File: src/rtl/mp2_fifo.sv
// short request queue between front and back
module mp2_fifo #(
  parameter int unsigned WIDTH = 8,
  parameter int unsigned DEPTH = 4
) (
  input  logic             clk,
  input  logic             rst_n,
  input  logic             push,
  input  logic [WIDTH-1:0] push_data,
  input  logic             pop,
  output logic [WIDTH-1:0] head,
  output logic             empty,
  output logic             full
);

  localparam int unsigned PW = (DEPTH > 1) ? $clog2(DEPTH) : 1;
  localparam int unsigned CW = $clog2(DEPTH + 1);

  logic [WIDTH-1:0] slot_r [DEPTH];
  logic [PW-1:0]    wp_r, wp_nxt, rp_r, rp_nxt;
  logic [CW-1:0]    cnt_r, cnt_nxt;
  logic             do_push, do_pop;

  assign empty   = (cnt_r == CW'(0));
  assign full    = (cnt_r == CW'(DEPTH));
  assign do_push = push && !full;
  assign do_pop  = pop && !empty;
  assign head    = slot_r[rp_r];

  always_comb begin
    wp_nxt  = wp_r;
    rp_nxt  = rp_r;
    cnt_nxt = cnt_r;
    if (do_push) begin
      wp_nxt = (32'(wp_r) == DEPTH - 1) ? PW'(0) : PW'(32'(wp_r) + 1);
    end
    if (do_pop) begin
      rp_nxt = (32'(rp_r) == DEPTH - 1) ? PW'(0) : PW'(32'(rp_r) + 1);
    end
    if (do_push && !do_pop) begin
      cnt_nxt = CW'(32'(cnt_r) + 1);
    end else if (do_pop && !do_push) begin
      cnt_nxt = CW'(32'(cnt_r) - 1);
    end
  end

  always_ff @(posedge clk) begin
    if (!rst_n) begin
      wp_r  <= '0;
      rp_r  <= '0;
      cnt_r <= '0;
    end else begin
      wp_r  <= wp_nxt;
      rp_r  <= rp_nxt;
      cnt_r <= cnt_nxt;
    end
  end

  always_ff @(posedge clk) begin
    if (do_push) begin
      slot_r[wp_r] <= push_data;
    end
  end

endmodule

File: config.mk
export PLATFORM = sky130hd
export DESIGN_NAME = mp2_fifo
export DESIGN_NICKNAME = d
export VERILOG_FILES = /design/src/rtl/mp2_fifo.sv
export SDC_FILE = /design/constraint.sdc
export NUM_CORES = 1
export LEC_CHECK = 0
export ABC_AREA = 1
export BUFFER_PORTS_ARGS = -buffer_cell sky130_fd_sc_hd__clkbuf_2
export CAP_MARGIN = 25
export CORE_MARGIN = 2
export CORE_UTILIZATION = 40
export DETAILED_ROUTE_END_ITERATION = 8
export PLACE_DENSITY = 0.68
export SYNTH_ARGS = -nofsm -noshare
export SYNTH_HDL_FRONTEND = slang
export SYNTH_SLANG_ARGS = --single-unit
File: constraint.sdc
create_clock -name clk -period 1.85 [get_ports clk]
set_input_delay 0.2775 -clock clk [delete_from_list [all_inputs] [get_ports clk]]
set_output_delay 0.2775 -clock clk [all_outputs]
set_load 0.005 [all_outputs]
# Word-level counts from Yosys, hierarchy flattened
# Memory sizes are Yosys's and may differ from the RTL's. A register that Yosys moved wholly into a read port is not among the register bits.
# Index checks and enable logic that the tools add are counted.
dict set report totals {
  memories 1
  ff_bits 7
  in_bits 12
  ram_bits 32
  out_inout_bits 10
  elab_cells 29
}
dict set report op_classes {
  muxes 8
  eq_ne 3
  addsub 4
  n_reduce_logical 10
}
# memory depth width rd rd_clocked_by_memory_dff write_ports line
set mem_list {}
lappend mem_list {slot_r 4 8 1 1 1 19} ;# logic [WIDTH-1:0] slot_r [DEPTH];
# cell n
set ops {}
lappend ops {{2-bit 2-to-1 mux} 4}
lappend ops {{3-bit 2-to-1 mux} 2}
lappend ops {{2-bit by 1-bit adder with 2-bit output (second input constant)} 2}
lappend ops {{2-bit equality test (second input constant)} 2}
lappend ops {{1-bit logical AND} 4}
lappend ops {{1-bit zero test} 4}
lappend ops {{3-bit by 1-bit adder with 3-bit output (second input constant)} 1}
lappend ops {{3-bit equality test (second input constant)} 1}
lappend ops {{3-bit zero test} 1}
lappend ops {{3-bit by 1-bit subtractor with 3-bit output (second input constant)} 1}
lappend ops {{1-bit 2-to-1 mux} 2}
lappend ops {{2-bit nonzero test} 1}

# Longest topological paths before layout
dict set report logic_depth {
  depth_word 7
  depth_mapped 13
  ltp_nobuf 13
}

# Worst setup path before layout
# Ideal clock, no wire load.
dict set report synth_path {
  path_kind {reg2reg}
  startpoint {reg cnt_r[1]}
  endpoint {reg cnt_r[1]}
  arrival_ns 1.574
  path_stages_with_launch 10
  synth_period_minus_slack_ns 1.690
  path_slack_ns 0.160
  cell_sequence {dfxtp_1 nor2_1 nand2_1 nand2_2 inv_1 ha_1 inv_1 fa_1 o21ai_0 nor2_1}
}
dict set report synth_between {
  elab_cells_between_ends 15
  classes_between {add/sub: 2; eq/ne: 1; mux: 2; reduce/logical: 10}
}
# item line
set synth_lines {}
lappend synth_lines {{start: declaration} 21} ;# logic [CW-1:0] cnt_r, cnt_nxt;
lappend synth_lines {{start signal: assignment} 55} ;# cnt_r <= cnt_nxt;
lappend synth_lines {{3-bit equality test} 25} ;# assign full = (cnt_r == CW'(DEPTH));
lappend synth_lines {{1-bit zero test} 26} ;# assign do_push = push && !full;
lappend synth_lines {{1-bit logical AND} 26}
lappend synth_lines {{named net do_push} 22} ;# logic do_push, do_pop;
lappend synth_lines {{1-bit logical AND} 40} ;# if (do_push && !do_pop) begin
lappend synth_lines {{3-bit 2-to-1 mux} 40}
lappend synth_lines {{named net cnt_nxt[1]} 21}
# The timed path passes the listed nets, and every way through them passes these cells. The select of a mux whose other input is x is not followed.
# A chain may end at the register's enable or synchronous reset.

# Final worst setup path
dict set report layout_path {
  startpoint {reg cnt_r[1]}
  endpoint {reg cnt_r[2]}
}
dict set report layout_between {
  elab_chain_cells 6
  elab_cells_between_ends 15
  classes_between {add/sub: 2; eq/ne: 1; mux: 2; reduce/logical: 10}
}
# item
set layout_rtl {}
lappend layout_rtl {{branches (longest 6 deep; another with 3-bit by 1-bit subtractor with 3-bit output)}}
# Several ways; the timed one is not identified. The select of a mux whose other input is x is not followed.

==> impl_metrics.ini <==
[clock_network]
ctsRootBufferMaster = clkbuf_8
insertion_delay_ns = 0.29
clock_sinks = 41
h-tree-depth = 2
clk_pin_slew_ns = 0.07
cts_tree = built
clockBufferDepth = 2
numCtsBuffers = 5

[synth]
ys_ff_latch = 41
synth_area_sq_um = 1693
yosysWarnings = 0
syn_inst = 148
synth_area_per_cell_sq_um = 11.44
synthDistinctLibCells = 18
yosysSeqAreaShare_pct = 67.41
syn_nets = 167

[worst_setup_path]
cp-endpoint = cnt_r[2]$_SDFFE_PN0P_
crit_path_top_delay_cell = fa_1
end_kind = flop
cpPeakStageDelay_ns = 0.38
path_buf_inv = 2
cp_common_cell = nand2_1
reg2regPathDepth = 11
critPathLaunch = cnt_r[1]$_SDFFE_PN0P_
path_cells = nor2_4 -> nand2_1 -> nand2_2 -> ha_2 -> inv_1 -> fa_1 -> nand2_1 -> nand3_1 -> nand2_1 -> inv_1 -> nor2_1
worstSetupPathType = reg -> reg
r2r_slack_ns = 0.11
cp_top_family = simple AND/OR/NAND/NOR gates
required_ns = 2.08
r2r_start = cnt_r[1]$_SDFFE_PN0P_
cp.depth = 11
reg2reg_to = cnt_r[2]$_SDFFE_PN0P_
arrival_ns = 1.97
crit_fanout = 3
start_kind = flop

[pwr]
power_switching_mw = 0.9014
swShare_pct = 33.62
pwr-share-comb_pct = 32.7
power_mw = 2.681
p_clk_share_pct = 20.2
p_leak_nw = 0.8180
p_per_area_nw_per_um2 = 1347
ir_drop_mv = 0.8309
seqPwrFrac_pct = 47.1
p_int_mw = 1.779

[global_routing]
antenna_found_initial = 0
grt_pass1_wl_um = 4685
grt_pass1_vias = 1051
grt-ovfl-total = 0
grt_usage_pct = 12.86
grt_max_degree = 17

[drt]
vias = 1112
drt_pass1_iterations = 4
routed_wl_um = 2926
drc_errors = 0
vias_per_cell = 4.793
final_antenna_net_count = 0
drt_iter0_drc = 69
wl_per_cell_um = 12.61

[finish]
antenna_cells = 0
fillers = 363
fin_util_pct = 49.41
nNetsFinal = 200
drive_gt1_share_pct = 25.82
fin_area_sq_um = 1991
mostFrequentLayoutCells = 32 x nor2_1, 32 x edfxtp_1, 21 x clkbuf_2
regArea_sq_um = 1144
multi_input_area_sq_um = 473.0
final_cells = 232
area_growth_pct = 17.59

[min_path]
hp-class = in -> reg
hold_depth = 1
min_from = push_data[1]

[status]
status = complete, no violations

[floorplan]
fp.dieArea_sq_um = 4769
die-width_um = 69.06
floorplan.initialDensity_pct = 42.02
num_rows = 23
io_pins = 22
core_area_sq_um = 4029
die_y_um = 69.06

[timing]
relSlewSlack_pct = 77.41
setup_viol = 0
fin_crit_ns = 1.743
tightest_slew_ns = 0.3384
max_freq_ghz = 0.5736
hold_violations = 0
fin_skew_ns = 0.001296
worst_slack_ns = 0.1066
fin_setup_tns_ns = 0
period_share_pct = 94.24
fin_hold_ws_ns = 0.2048
drv_slew = 0

[place]
dp_cells = 223
dpl_cell_area_sq_um = 1883
pre_cts_ws_ns = 0.01218
gp_congestion = 0.6751
portBuffers = 21
place_hpwl_um = 2040

[flow_run]
max-cap-violations = 0
## repair_timing
item | in CTS | in global routing
buffers inserted | 0 | 1
gates cloned | 0 | 0
setup endpoints to repair | 1 | 3
pin swaps | 0 | 1
hold buffers | 0 | 0
resized for setup | 1 | 7
hold endpoints to repair | 0 | 0
## how the worst min path moves through the flow
| stage | to |
|---|---|
| 3_3_place_gp | slot_r[0][3]$_DFFE_PP_ |
| 5_1_grt | slot_r[2][1]$_DFFE_PP_ |
| 6_report | slot_r[3][1]$_DFFE_PP_ |
| 4_1_cts | slot_r[3][5]$_DFFE_PP_ |
| 2_1_floorplan | slot_r[0][0]$_DFFE_PP_ |
| 3_5_place_dp | slot_r[3][5]$_DFFE_PP_ |
## area by class of cell
class | instances | share of cell area (%)
tap | 50 | 3.143
clock inverter | 2 | 0.5028
clock buffer | 6 | 3.646
multi-input combinational | 86 | 23.76
inverter | 19 | 3.583
timing repair buffer | 28 | 7.920
sequential | 41 | 57.45
## state kept, by name, indices dropped and copies added (netlist names), named ones only
| name | count |
|---|---|
| cnt_r | 3 |
| rp_r | 2 |
| slot_r | 32 |
| wp_r | 2 |
## layer usage
metal	share of wire [%]	wire length, um	GRT usage [%]	up-vias
met1	40	1170	14.40	519
met2	54	1593	22.33	23
met5	0	0	0	-
li1	-	-	-	567
met4	1.2	34	5.882	0
met3	4.4	129	3.947	3
## cells by family (layout without fill, tap and decap cells)
logic type	after synthesis	count (layout)	share of synthesized area, %
flip-flops	41	41	67.41
AND/OR/NAND/NOR	51	51	11.90
adder cells (fa/ha/maj)	7	7	5.617
buffers and inverters	21	55	5.543
AO/OA/AOI/OAI	28	28	9.535
## Yosys cell counts
cell type	count	area, sq um
o21ai_0	14	70.07
inv_2	1	3.750
nand2_2	1	6.260
o21ai_2	3	26.28
o21ai_1	1	5.000
o22ai_1	8	50.05
nand2_1	14	52.55
dfxtp_1	9	180.2
edfxtp_1	32	960.9
nand4_1	1	6.260
nand3_1	1	5.000
buf_6	2	22.52
inv_1	18	67.56
fa_1	1	20.02
ha_1	6	75.07
a21oi_1	2	10.01
nand3b_1	1	7.510
nor2_1	33	123.9
## power groups by stage
stage          clock network, mW  registers (mW)  logic [mW]
4_1_cts                    0.560            1.24       0.844
3_5_place_dp                   0            1.27       0.834
3_3_place_gp                   0            1.26       0.794
5_1_grt                    0.603            1.28       0.990
2_1_floorplan                  0            1.24       0.561
6_report                   0.542            1.26       0.876
Power figures use the tool's default switching activity.
