$ cat src/rtl/mp2_pkg.sv
// shared types, constants and float compare for the max pooling stream
package mp2_pkg;

  localparam int unsigned DEF_MAX_CHANNELS = 64;
  localparam int unsigned DEF_MAX_IN_WIDTH = 1024;
  localparam int unsigned DEF_MAX_STRIDE   = 16;

  localparam int unsigned SAMPLE_W  = 32;
  localparam int unsigned CFG_W     = 16;
  localparam int unsigned CFG_IDX_W = 3;
  localparam int unsigned DIM_W     = 16;
  localparam int unsigned FIFO_DEPTH = 4;

  localparam logic [SAMPLE_W-1:0] NEG_INF_BITS = 32'hFF80_0000;

  typedef enum logic [CFG_IDX_W-1:0] {
    REG_CHANNEL_COUNT = 3'd0,
    REG_IN_WIDTH      = 3'd1,
    REG_IN_HEIGHT     = 3'd2,
    REG_WINDOW_STRIDE = 3'd3,
    REG_BATCH_COUNT   = 3'd4
  } cfg_reg_t;

  typedef enum logic [2:0] {
    DIV_IDLE,
    DIV_OUT_W,
    DIV_OUT_H,
    DIV_COL,
    DIV_ROW
  } div_job_t;

  typedef struct packed {
    logic [SAMPLE_W-1:0] sample;
    logic                first;
    logic                last;
    logic                image_end;
    logic                batch_end;
  } pool_op_t;

  // strict a > b on single precision patterns, false if either is nan
  function automatic logic fp_gt(logic [31:0] a, logic [31:0] b);
    logic a_nan;
    logic b_nan;
    logic both_zero;
    logic res;
    a_nan = (a[30:23] == 8'hFF) && (a[22:0] != 23'd0);
    b_nan = (b[30:23] == 8'hFF) && (b[22:0] != 23'd0);
    both_zero = (a[30:0] == 31'd0) && (b[30:0] == 31'd0);
    if (a_nan || b_nan || both_zero) begin
      res = 1'b0;
    end else if (!a[31] && b[31]) begin
      res = 1'b1;
    end else if (a[31] && !b[31]) begin
      res = 1'b0;
    end else if (!a[31]) begin
      res = a[30:0] > b[30:0];
    end else begin
      res = a[30:0] < b[30:0];
    end
    return res;
  endfunction

endpackage

$ cat src/rtl/mp2_front.sv
// front: registers, stream position, window classification
module mp2_front #(
  parameter int unsigned MAX_CHANNELS = mp2_pkg::DEF_MAX_CHANNELS,
  parameter int unsigned MAX_IN_WIDTH = mp2_pkg::DEF_MAX_IN_WIDTH,
  parameter int unsigned MAX_STRIDE   = mp2_pkg::DEF_MAX_STRIDE,
  parameter int unsigned AW           = 16
) (
  input  logic                             clk,
  input  logic                             rst_n,
  input  logic                             cfg_we,
  input  logic [mp2_pkg::CFG_IDX_W-1:0]    cfg_index,
  input  logic [mp2_pkg::CFG_W-1:0]        cfg_data,
  input  logic                             in_valid,
  input  logic [mp2_pkg::SAMPLE_W-1:0]     in_sample_bits,
  output logic                             in_stall,
  input  logic                             q_full,
  output logic                             q_push,
  output mp2_pkg::pool_op_t                q_op,
  output logic [AW-1:0]                    q_addr
);

  localparam int unsigned CCW = $clog2(MAX_CHANNELS + 1);
  localparam int unsigned CHW = (MAX_CHANNELS > 1) ? $clog2(MAX_CHANNELS) : 1;
  localparam int unsigned WW  = $clog2(MAX_IN_WIDTH + 1);
  localparam int unsigned XW  = (MAX_IN_WIDTH > 1) ? $clog2(MAX_IN_WIDTH) : 1;
  localparam int unsigned SW  = $clog2(MAX_STRIDE + 1);
  localparam int unsigned KW  = (MAX_STRIDE > 1) ? $clog2(MAX_STRIDE) : 1;
  localparam int unsigned DW  = mp2_pkg::DIM_W;

  logic [CCW-1:0] cc_r;
  logic [WW-1:0]  w_r;
  logic [DW-1:0]  h_r, bc_r;
  logic [SW-1:0]  s_r;

  logic [CHW-1:0] ch_r, ch_nxt;
  logic [XW-1:0]  col_r, col_nxt, wx_r, wx_nxt;
  logic [KW-1:0]  kx_r, kx_nxt, ky_r, ky_nxt;
  logic [DW-1:0]  row_r, row_nxt, wy_r, wy_nxt, img_r, img_nxt;
  logic [WW-1:0]  ow_r, ow_nxt;
  logic [DW-1:0]  oh_r, oh_nxt;

  mp2_pkg::div_job_t job_r, job_nxt;
  logic [3:0]     step_r, step_nxt;
  logic [SW-1:0]  rem_r, rem_nxt;
  logic [DW-1:0]  quo_r, quo_nxt;
  logic [DW-1:0]  dvd;
  logic [SW:0]    trial;
  logic           take;
  logic [SW-1:0]  rem_new;
  logic [DW-1:0]  quo_new;

  logic accept, in_win, ch_wrap, col_wrap, row_wrap, kx_wrap, ky_wrap;

  assign in_stall = q_full || (job_r != mp2_pkg::DIV_IDLE);
  assign accept   = in_valid && !in_stall;

  // classification of the current position
  assign in_win = (32'(wx_r) < 32'(ow_r)) && (32'(wy_r) < 32'(oh_r));
  assign q_push = accept && in_win;
  assign q_op.sample    = in_sample_bits;
  assign q_op.first     = (kx_r == KW'(0)) && (ky_r == KW'(0));
  assign q_op.last      = (32'(kx_r) + 1 == 32'(s_r)) && (32'(ky_r) + 1 == 32'(s_r));
  assign q_op.image_end = (32'(wx_r) + 1 == 32'(ow_r)) && (32'(wy_r) + 1 == 32'(oh_r))
                          && (32'(ch_r) + 1 >= 32'(cc_r));
  assign q_op.batch_end = q_op.image_end && (32'(img_r) + 1 >= 32'(bc_r));
  assign q_addr = AW'(32'(wx_r) * MAX_CHANNELS + 32'(ch_r));

  assign ch_wrap  = 32'(ch_r) + 1 >= 32'(cc_r);
  assign col_wrap = 32'(col_r) + 1 >= 32'(w_r);
  assign row_wrap = 32'(row_r) + 1 >= 32'(h_r);
  assign kx_wrap  = 32'(kx_r) + 1 >= 32'(s_r);
  assign ky_wrap  = 32'(ky_r) + 1 >= 32'(s_r);

  // restoring divider step, one quotient bit a cycle
  always_comb begin
    case (job_r)
      mp2_pkg::DIV_OUT_W: dvd = DW'(w_r);
      mp2_pkg::DIV_OUT_H: dvd = h_r;
      mp2_pkg::DIV_COL:   dvd = DW'(col_r);
      mp2_pkg::DIV_ROW:   dvd = row_r;
      default:            dvd = '0;
    endcase
    trial   = {rem_r, dvd[4'(DW - 1) - step_r]};
    take    = trial >= {1'b0, s_r};
    rem_new = take ? SW'(trial - {1'b0, s_r}) : SW'(trial);
    quo_new = {quo_r[DW-2:0], take};
  end

  // position advance and divider sequencing
  always_comb begin
    ch_nxt  = ch_r;
    col_nxt = col_r;
    wx_nxt  = wx_r;
    kx_nxt  = kx_r;
    row_nxt = row_r;
    wy_nxt  = wy_r;
    ky_nxt  = ky_r;
    img_nxt = img_r;
    ow_nxt  = ow_r;
    oh_nxt  = oh_r;
    job_nxt = job_r;
    step_nxt = step_r;
    rem_nxt = rem_r;
    quo_nxt = quo_r;

    if (accept) begin
      if (ch_wrap) begin
        ch_nxt = '0;
        if (col_wrap) begin
          col_nxt = '0;
          wx_nxt  = '0;
          kx_nxt  = '0;
          if (row_wrap) begin
            row_nxt = '0;
            wy_nxt  = '0;
            ky_nxt  = '0;
            img_nxt = (32'(img_r) + 1 >= 32'(bc_r)) ? '0 : DW'(32'(img_r) + 1);
          end else begin
            row_nxt = DW'(32'(row_r) + 1);
            if (ky_wrap) begin
              ky_nxt = '0;
              wy_nxt = DW'(32'(wy_r) + 1);
            end else begin
              ky_nxt = KW'(32'(ky_r) + 1);
            end
          end
        end else begin
          col_nxt = XW'(32'(col_r) + 1);
          if (kx_wrap) begin
            kx_nxt = '0;
            wx_nxt = XW'(32'(wx_r) + 1);
          end else begin
            kx_nxt = KW'(32'(kx_r) + 1);
          end
        end
      end else begin
        ch_nxt = CHW'(32'(ch_r) + 1);
      end
    end

    if (job_r != mp2_pkg::DIV_IDLE) begin
      rem_nxt  = rem_new;
      quo_nxt  = quo_new;
      step_nxt = step_r + 4'd1;
      if (step_r == 4'(DW - 1)) begin
        rem_nxt  = '0;
        quo_nxt  = '0;
        step_nxt = '0;
        case (job_r)
          mp2_pkg::DIV_OUT_W: begin
            ow_nxt  = WW'(quo_new);
            job_nxt = mp2_pkg::DIV_OUT_H;
          end
          mp2_pkg::DIV_OUT_H: begin
            oh_nxt  = quo_new;
            job_nxt = mp2_pkg::DIV_COL;
          end
          mp2_pkg::DIV_COL: begin
            wx_nxt  = XW'(quo_new);
            kx_nxt  = KW'(rem_new);
            job_nxt = mp2_pkg::DIV_ROW;
          end
          mp2_pkg::DIV_ROW: begin
            wy_nxt  = quo_new;
            ky_nxt  = KW'(rem_new);
            job_nxt = mp2_pkg::DIV_IDLE;
          end
          default: job_nxt = mp2_pkg::DIV_IDLE;
        endcase
      end
    end

    if (cfg_we) begin
      job_nxt  = mp2_pkg::DIV_OUT_W;
      step_nxt = '0;
      rem_nxt  = '0;
      quo_nxt  = '0;
    end
  end

  always_ff @(posedge clk) begin
    if (!rst_n) begin
      cc_r  <= CCW'(1);
      w_r   <= WW'(1);
      h_r   <= DW'(1);
      s_r   <= SW'(1);
      bc_r  <= DW'(1);
      ch_r  <= '0;
      col_r <= '0;
      wx_r  <= '0;
      kx_r  <= '0;
      row_r <= '0;
      wy_r  <= '0;
      ky_r  <= '0;
      img_r <= '0;
      ow_r  <= WW'(1);
      oh_r  <= DW'(1);
      job_r <= mp2_pkg::DIV_IDLE;
      step_r <= '0;
      rem_r <= '0;
      quo_r <= '0;
    end else begin
      ch_r  <= ch_nxt;
      col_r <= col_nxt;
      wx_r  <= wx_nxt;
      kx_r  <= kx_nxt;
      row_r <= row_nxt;
      wy_r  <= wy_nxt;
      ky_r  <= ky_nxt;
      img_r <= img_nxt;
      ow_r  <= ow_nxt;
      oh_r  <= oh_nxt;
      job_r <= job_nxt;
      step_r <= step_nxt;
      rem_r <= rem_nxt;
      quo_r <= quo_nxt;
      if (cfg_we) begin
        case (mp2_pkg::cfg_reg_t'(cfg_index))
          mp2_pkg::REG_CHANNEL_COUNT:
            cc_r <= (cfg_data == '0) ? CCW'(1) :
                    (32'(cfg_data) > MAX_CHANNELS) ? CCW'(MAX_CHANNELS) : CCW'(cfg_data);
          mp2_pkg::REG_IN_WIDTH:
            w_r <= (cfg_data == '0) ? WW'(1) :
                   (32'(cfg_data) > MAX_IN_WIDTH) ? WW'(MAX_IN_WIDTH) : WW'(cfg_data);
          mp2_pkg::REG_IN_HEIGHT:
            h_r <= (cfg_data == '0) ? DW'(1) : cfg_data;
          mp2_pkg::REG_WINDOW_STRIDE:
            s_r <= (cfg_data == '0) ? SW'(1) :
                   (32'(cfg_data) > MAX_STRIDE) ? SW'(MAX_STRIDE) : SW'(cfg_data);
          mp2_pkg::REG_BATCH_COUNT:
            bc_r <= (cfg_data == '0) ? DW'(1) : cfg_data;
          default: ;
        endcase
      end
    end
  end

endmodule

$ cat config.mk
export PLATFORM = sky130hd
export DESIGN_NAME = mp2_front
export DESIGN_NICKNAME = d
export VERILOG_FILES = /design/src/rtl/mp2_pkg.sv /design/src/rtl/mp2_front.sv
export SDC_FILE = /design/constraint.sdc
export NUM_CORES = 1
export LEC_CHECK = 0
export BUFFER_PORTS_ARGS = -buffer_cell sky130_fd_sc_hd__buf_2
export CAP_MARGIN = 30
export CORE_ASPECT_RATIO = 2
export CORE_MARGIN = 5
export CORE_UTILIZATION = 55
export CTS_CLUSTER_DIAMETER = 60
export DETAILED_ROUTE_END_ITERATION = 7
export PLACE_DENSITY = 0.87
export SYNTH_ARGS = -nofsm -noshare
export SYNTH_HDL_FRONTEND = slang
export SYNTH_SLANG_ARGS = --single-unit
export TNS_END_PERCENT = 50
$ cat constraint.sdc
create_clock -name clk -period 5.2 [get_ports clk]
set_clock_uncertainty 0.2 [all_clocks]
set_input_delay 1.04 -clock clk [delete_from_list [all_inputs] [get_ports clk]]
set_output_delay 1.04 -clock clk [all_outputs]
set_load 0.03 [all_outputs]
======== Word level (Yosys, flattened, before mapping) ========
Index checks and enable logic that the tools add are counted.
Widths: inputs -> output; s select.
cells by class
  add/subtract/negate cells ............... 12
  bitwise logic cells ..................... 1
  order comparisons ....................... 13
  reduce and logical (&&, ||, !) cells .... 30
  muxes and demuxes ....................... 52
  eq/ne operators ......................... 13
operators with widths
  cell                   number
  $mux 16                11
  $mux 10                8
  $eq 32x5->1            2
  $ge 32x16->1           2
  $ge 32x5->1            2
  $mux 4                 16
  $pmux 16 s4            1
  $add 16x1->17 const B  3
  $eq 32x11->1           1
  $eq 32x16->1           1
  $ge 32x11->1           1
  $ge 32x7->1            1
  $add 10x1->11 const B  2
  $mux 11                2
  $mux 5                 4
  $add 16x6->16          1
  $gt 16x11->1 const B   1
  $gt 16x5->1 const B    1
  $gt 16x7->1 const B    1
  $logic_not 16->1       1
  $lt 16x16->1           1
  $reduce_and 2->1       8
  $mux 15                1
  $mux 7                 2
  27 further kinds       47
storage, ports and cells
  bits in registers ....................... 191
  output and inout port bits .............. 54
  word-level logic and storage cells ...... 141

======== Logic depth before layout (Yosys ltp) ========
Gate-level depths: netlist (run 1).
  word-level depth ........................ 10
  depth in mapped cells ................... 19
  mapped depth without buffers ............ 16

======== Worst setup path before layout (run 1) ========
OpenSTA, ideal clock, no wires.
  path type ............................... flip-flop to output port
  start point ............................. register img_r[0]
  end point ............................... output port q_op[0] (netlist name)
  path buffers ............................ 1
  stages on the path, launching flop included .. 15
  setup slack ............................. 0.861 ns
  data arrival time ....................... 3.099 ns
  required time ........................... 3.960 ns
  cell sequence ........................... dfxtp_1 > ha_1 > nand3_1 > nor2_1 > and4_1 > nand2_1 > xnor2_1 > ha_1 > a21o_1 > a21oi_1 > o211ai_1 > a221o_1 > a31oi_4 > buf_6 > nor4_2
RTL lines
  item                      line              text
  start: declaration        mp2_front.sv:38   logic [DW-1:0] row_r, row_nxt, wy_r, wy_nxt, img_r, img_nxt;
  start signal: assignment  mp2_front.sv:210  img_r <= img_nxt;
  end: declaration          mp2_front.sv:18   output mp2_pkg::pool_op_t q_op,

==> out/results.tsv, run 1 <==
metric	value	unit
outcome	complete, no violations	
max_cap viols	0	
Tmin final	5.000	ns
largest family of logic cells by synthesized area	simple AND/OR/NAND/NOR gates	
initial antenna violation count	0	
Total GRT Usage	0.2936	
max-slew violations	0	
1st-pass router iterations	8	
Rows	77	
CTS Root Cell	clkbuf_16	
clk_lat worst skew	0.46	ns
pin count of the biggest net entering global routing	76	
final estimated routing congestion in global placement	0.9594	
syn_nets	1742	
final setup TNS	0	ns
H-tree depth	4	
slowest CP cell	or3_1	
vias in the first global route	11940	
post-synthesis mux area share	0.01210	
Clk pwr share	0.412	
unique cell type count in the Yosys netlist	74	
prevailing post-synth register cell	dfxtp_1	
area grow syn2layout	5.706	%
nets	1714	
Simple-Gate Fraction of Synth Area	0.2301	
Startpoint Class	flip-flop	
TritonCTS Buffers	17	
starting density of the core	0.5601	
first-pass GRT wire length	59.77	mm
internal power	2.220	mW
initial drt markers	809	
sw frac	0.2961	
combinational power share	0.114	
Max VDD drop	220.6	uV
post-route cell area	13120	um2
Top Ports	110	
Compound-Gate Fraction of Synth Area	0.1906	
Avg Synthesized Cell Area	7.841	um2
area post-placement	12520	um2
crit share post-route	0.9615	
Seq cells post-synth	191	
register area share after synthesis	0.3081	
cell area after synthesis	12410	um2
DR vias	11830	
CTS tree	yes	
DRC errors left	0	
# hold bufs at CTS	0	
Sink Count	191	
drt total wl	37.70	mm
Setup Viol. Count Final	0	
core area	22160	um2
LEAKAGE	4.803	nW
clk buf depth	2	
Pwr Total	3.154	mW
Yosys Warn Count	0	
CP endpoint kind	output port	
DR vias/cell	6.415	
Antenna Nets Post-Route	0	
NetSw	0.9338	mW
crit path max fanout	6	
Synth async-reset ratio	0	
Die ar.	25850	um2
Slew HR	0.2640	
GR Overflow Total	0	
Max Freq	200.0	MHz
antenna cells	0	
Arr. time, crit path	3.76	ns
Crit Path Class	reg -> out	
worst path cell trace	nand3_1 -> or3_1 -> xnor2_1 -> ha_1 -> and4_1 -> a2111oi_0 -> o211ai_1 -> a221o_1 -> a31oi_4 -> nor4_2 -> buf_2	
Mapped Cells	1583	
dpl hpwl	27.74	mm
share of layout cells above drive strength 1	0.08418	
die width	116.2	um
Seq pwr share	0.475	
EDFF count, synth	0	
Synth Area in Adders	0.1044	
PD cells	240.4	nW/um2
CP Data Required Time	3.96	ns
die height	222.5	um
Fin. Hold Viols	0	
average wire per standard cell	20.45	um
crit-path max cell delay	0.48	ns
CTS clk-pin slew, worst paths	0.08	ns
Hold Path Class	reg -> reg	
xor-xnor portion of the synthesized cell area	0.07762	
actual slew at the worst max-slew pin	1.101	ns
PortBufs	45	
RSZ-0062 raised after global routing	no	
## routing by layer
metal,global-route usage,wire (um),vias up,share of wire
li1,-,-,5479,-
met1,0.2941,12400,5522,0.33
met2,0.5009,18930,582,0.50
met3,0.06017,2673,247,0.071
met4,0.2484,3701,0,0.098
met5,0,0,-,0
## area by class of cell
class,instances,area [um2]
clock buffer,17,425.4
timing repair buffer,62,360.3
multi-input combinational,1188,7654
inverter,95,357.8
clock inverter,15,152.6
fill,2007,9039
tap,276,345.3
sequential,191,3825
## cells by family after synthesis
logic type               after synthesis
AND/OR/NAND/NOR                      580
multiplexers                          14
adder cells (fa/ha/maj)              103
flip-flops                           191
AO/OA/AOI/OAI                        381
buffers and inverters                204
XOR/XNOR                             110
## through the flow
step | util | worst slack (ns) | hold WS [ns] | cells
after floorplan | - | 0.8606 | 0.2319 | 1583
after global routing | 0.5921 | 0.01267 | 0.2712 | 1844
after global placement | 0.5645 | 0.5711 | 0.2419 | 1811
after detailed placement | 0.5652 | 0.4986 | 0.2477 | 1812
final | 0.5921 | 0.2001 | 0.2558 | 1844
after CTS | 0.5914 | 0.07121 | 0.2579 | 1844
## synthesized netlist by cell type (all sizes together), types with 5 or more instances
master   count  area, um2
or3         13      81.33
nand2b       8      50.05
xnor2       67      586.8
inv         95      356.6
nand2      230      863.3
xor2        43      376.6
nor2       115      431.7
or4          5      37.54
and4         6      52.55
buf         50      349.1
a21o        12      90.09
a21oi      148      744.5
a221oi      10      87.58
nor2b       17      106.4
o22ai        7      43.79
and3        25      156.4
a22oi       42      315.3
nand3       64      342.8
o21a        11      82.58
nand4       19      118.9
nand3b      10      75.07
nor4bb       6      60.06
mux2i        6      60.06
mux2         8      90.09
a41oi        6      52.55
o211ai      13      97.59
a31oi       13      96.34
a2111oi      6      71.32
ha         102       1276
and2         5      31.28
o21ai       79      395.4
nor3        24      141.4
nand4b       5      43.79
nor4        12      106.4
clkbuf      58      217.7
a211oi      11      82.58
dfxtp      191       3824
## worst paths after layout
| check | cells past startpoint | to | slack [ns] | from |
|---|---|---|---|---|
| max | 11 | q_op[0] | 0.20 | img_r[2]$_SDFFE_PN0P_ |
| min | 2 | bc_r[14]$_SDFFE_PN0P_ | 0.26 | bc_r[14]$_SDFFE_PN0P_ |
| max reg2reg | 17 | kx_r[3]$_SDFF_PN0_ | 0.58 | job_r[0]$_SDFFE_PN0P_ |
| min reg2reg | 2 | bc_r[14]$_SDFFE_PN0P_ | 0.26 | bc_r[14]$_SDFFE_PN0P_ |
## state kept, by name (all words and copies together), names as in the netlist, 5 cells and up
name	count
bc_r	16
cc_r	7
ch_r	6
col_r	10
h_r	16
img_r	16
oh_r	16
ow_r	11
quo_r	15
rem_r	5
row_r	16
s_r	5
w_r	11
wx_r	10
wy_r	16
## worst max-delay path, delay by kind of cell, from the launching register on
kind	cells	cell delay, ns
fa+ha+maj	1	0.28
flops	1	0.43
simple gates	4	0.97
compound gates	4	1.25
buf+inv	1	0.19
xor+xnor	1	0.19
## power groups by stage
stage                     Combinational, mW  Sequential (mW)  Clock (mW)
final                                 0.358             1.50        1.30
after global routing                  0.386             1.50        1.36
after CTS                             0.349             1.50        1.31
after detailed placement              0.346             1.53           0
after global placement                0.338             1.53           0
after floorplan                       0.287             1.52           0
## repair_timing
item | 4_1_cts | 5_1_grt
endpoints found under the setup margin | 1 | 1
buffers inserted | 0 | 0
gates resized for setup | 1 | 5
gates cloned | 0 | 0
pin swaps | 0 | 1
## cell usage in the layout (no fill, tap or decap), drive strengths merged, types with 19 or more instances in the layout
cell type	Yosys	final
nand3	64	64
nand2	230	230
ha	102	102
dfxtp	191	191
o21ai	79	79
nand4	19	19
a22oi	42	42
a21oi	148	148
and3	25	25
xor2	43	43
inv	95	99
nor2	115	115
buf	50	62
xnor2	67	67
nor3	24	24
Power figures use the tool's default switching activity.
==> run 2: changes to the inputs <==
- PLACE_DENSITY: 0.87 -> 0.73
==> run 2 against run 1 <==
  * Combinational power up 2%
  * Via count down 2.3%
  * Critical path depth up 3
  * Sequential power about the same
  * Non-clock buffer count up 5
  * Fmax down 1.1%
  * Total power down 0.23%
  * Wire length up 1.6%
  * Highest routed layer unchanged
==> out/results.tsv, run 2 (synthesis results as in run 1) <==
metric	value	unit	change
clk_lat worst skew	0.46	ns	about the same
crit share post-route	0.9717		+0.01022
DRC errors left	0		unchanged
Crit Path Class	reg -> out		
1st-pass router iterations	5		-3
clk buf depth	2		unchanged
PD cells	239.0	nW/um2	-0.58%
area grow syn2layout	6.079	%	
TritonCTS Buffers	17		unchanged
CP Data Required Time	3.96	ns	about the same
pin count of the biggest net entering global routing	76		unchanged
outcome	complete, no violations		
nets	1719		+0.29%
final setup TNS	0	ns	unchanged
Fin. Hold Viols	0		unchanged
Pwr Total	3.146	mW	-0.23%
RSZ-0062 raised after global routing	no		
CTS Root Cell	clkbuf_16		
share of layout cells above drive strength 1	0.08900		+0.004818
register area	3825	um2	unchanged
Multi-input gate area	7674	um2	+0.26%
fillcell total	2080		+3.6%
Hold Path Class	reg -> reg		
# hold bufs at CTS	0		unchanged
initial drt markers	766		-5.3%
average wire per standard cell	20.72	um	+1.3%
CP endpoint kind	output port		
Top Ports	110		unchanged
starting density of the core	0.5601		unchanged
CTS tree	yes		
Sink Count	191		unchanged
antenna cells	0		unchanged
final estimated routing congestion in global placement	0.9514		-0.83%
Antenna Nets Post-Route	0		unchanged
drt total wl	38.31	mm	+1.6%
crit path max fanout	5		-1
hold slack final	0.2597	ns	+0.003962 ns
DR vias/cell	6.250		-2.6%
LEAKAGE	4.844	nW	+0.83%
Max Freq	197.9	MHz	-1.1%
first-pass GRT wire length	60.24	mm	+0.78%
die width	116.2	um	unchanged
Die ar.	25850	um2	unchanged
Startpoint Class	flip-flop		
vias in the first global route	11510		-3.6%
most frequent cells in the layout	nand2_1, dfxtp_1, a21oi_1, nor2_1, ha_1		
max-slew violations	0		unchanged
Rows	77		unchanged
actual slew at the worst max-slew pin	0.9559	ns	-0.1453 ns
Total GRT Usage	0.3008		+0.007190
DR vias	11560		-2.3%
most common cell after layout, fill and taps aside	nand2_1		
GR Overflow Total	0		unchanged
die height	222.5	um	unchanged
CTS clk-pin slew, worst paths	0.07	ns	about the same
H-tree depth	4		unchanged
Tmin final	5.053	ns	+0.05315 ns
initial antenna violation count	0		unchanged
Setup Viol. Count Final	0		unchanged
PortBufs	45		unchanged
dpl hpwl	29.31	mm	+5.7%
Arr. time, crit path	3.81	ns	+0.05 ns
Max VDD drop	257.6	uV	+17%
max_cap viols	0		unchanged
core area	22160	um2	unchanged
Slew HR	0.3627		+0.09876
-- run 2: cell types whose count changed in the layout (fill, tap and decap cells not counted) --
cell / previous run / this run
clkinv_4: 2 / 4
nand3_2: 3 / 4
xnor2_2: 0 / 2
nand3_1: 60 / 59
xnor2_1: 67 / 65
clkbuf_8: 0 / 1
inv_8: 3 / 4
clkinv_2: 2 / 1
clkinv_8: 3 / 0
buf_4: 16 / 21
-- run 2: power by group --
group | switching, mW | internal, mW | total [mW]
sequential | 0.0209 | 1.48 | 1.50
clock | 0.641 | 0.643 | 1.28
combinational | 0.252 | 0.115 | 0.366
-- run 2: cell type report --
class,instances,area share
Clock buffer,18,0.03336
Multi-Input combinational cell,1188,0.5828
Clock inverter,14,0.009693
Tap cell,276,0.02623
Timing Repair Buffer,67,0.03022
Sequential cell,191,0.2905
Inverter,95,0.02718
-- run 2: layer usage --
layer / wire length [um] / GRT usage / up-vias / part of all wire
met5: 0 / 0 / - / 0
met4: 3720 / 0.2424 / 0 / 0.097
met2: 20400 / 0.5501 / 407 / 0.53
li1: - / - / 5493 / -
met3: 1509 / 0.04247 / 204 / 0.039
met1: 12690 / 0.2848 / 5452 / 0.33
-- run 2: path summary, 6_finish.rpt --
check,startpoint,to,slack (ns),cells after the start
hold / removal,bc_r[9]$_SDFFE_PN0P_,bc_r[9]$_SDFFE_PN0P_,0.26,2
setup / recovery,img_r[1]$_SDFFE_PN0P_,q_op[0],0.15,14
hold reg to reg,bc_r[9]$_SDFFE_PN0P_,bc_r[9]$_SDFFE_PN0P_,0.26,2
setup reg to reg,job_r[0]$_SDFFE_PN0P_,kx_r[2]$_SDFF_PN0_,0.57,15
-- run 2: stage by stage --
step / instances / area, um2 / util / worst slack (ns)
detailed placement: 1816 / 12550 / 0.5666 / 0.4978
global route: 1849 / 13170 / 0.5942 / 0.01983
finish: 1849 / 13170 / 0.5942 / 0.1470
CTS: 1848 / 13120 / 0.5923 / 0.04248
floorplan: 1583 / 12410 / - / 0.8606
global placement: 1813 / 12520 / 0.5652 / 0.5758
-- run 2: critical path: stages, from the launching register on --
cell      delay [ns]
dfxtp_1         0.38
ha_2            0.24
nand3_2         0.14
nor2_4          0.19
and4_2          0.31
nand2_1         0.10
xnor2_2         0.17
ha_1            0.31
a21o_1          0.18
a21oi_1         0.20
o211ai_1        0.14
a221o_1         0.47
a31oi_4         0.28
nor4_2          0.05
buf_2           0.19
-- run 2: what timing repair did --
item,CTS,global route
resized for setup,1,8
setup buffers,0,1
setup endpoints to repair,1,1
pin swaps,0,1
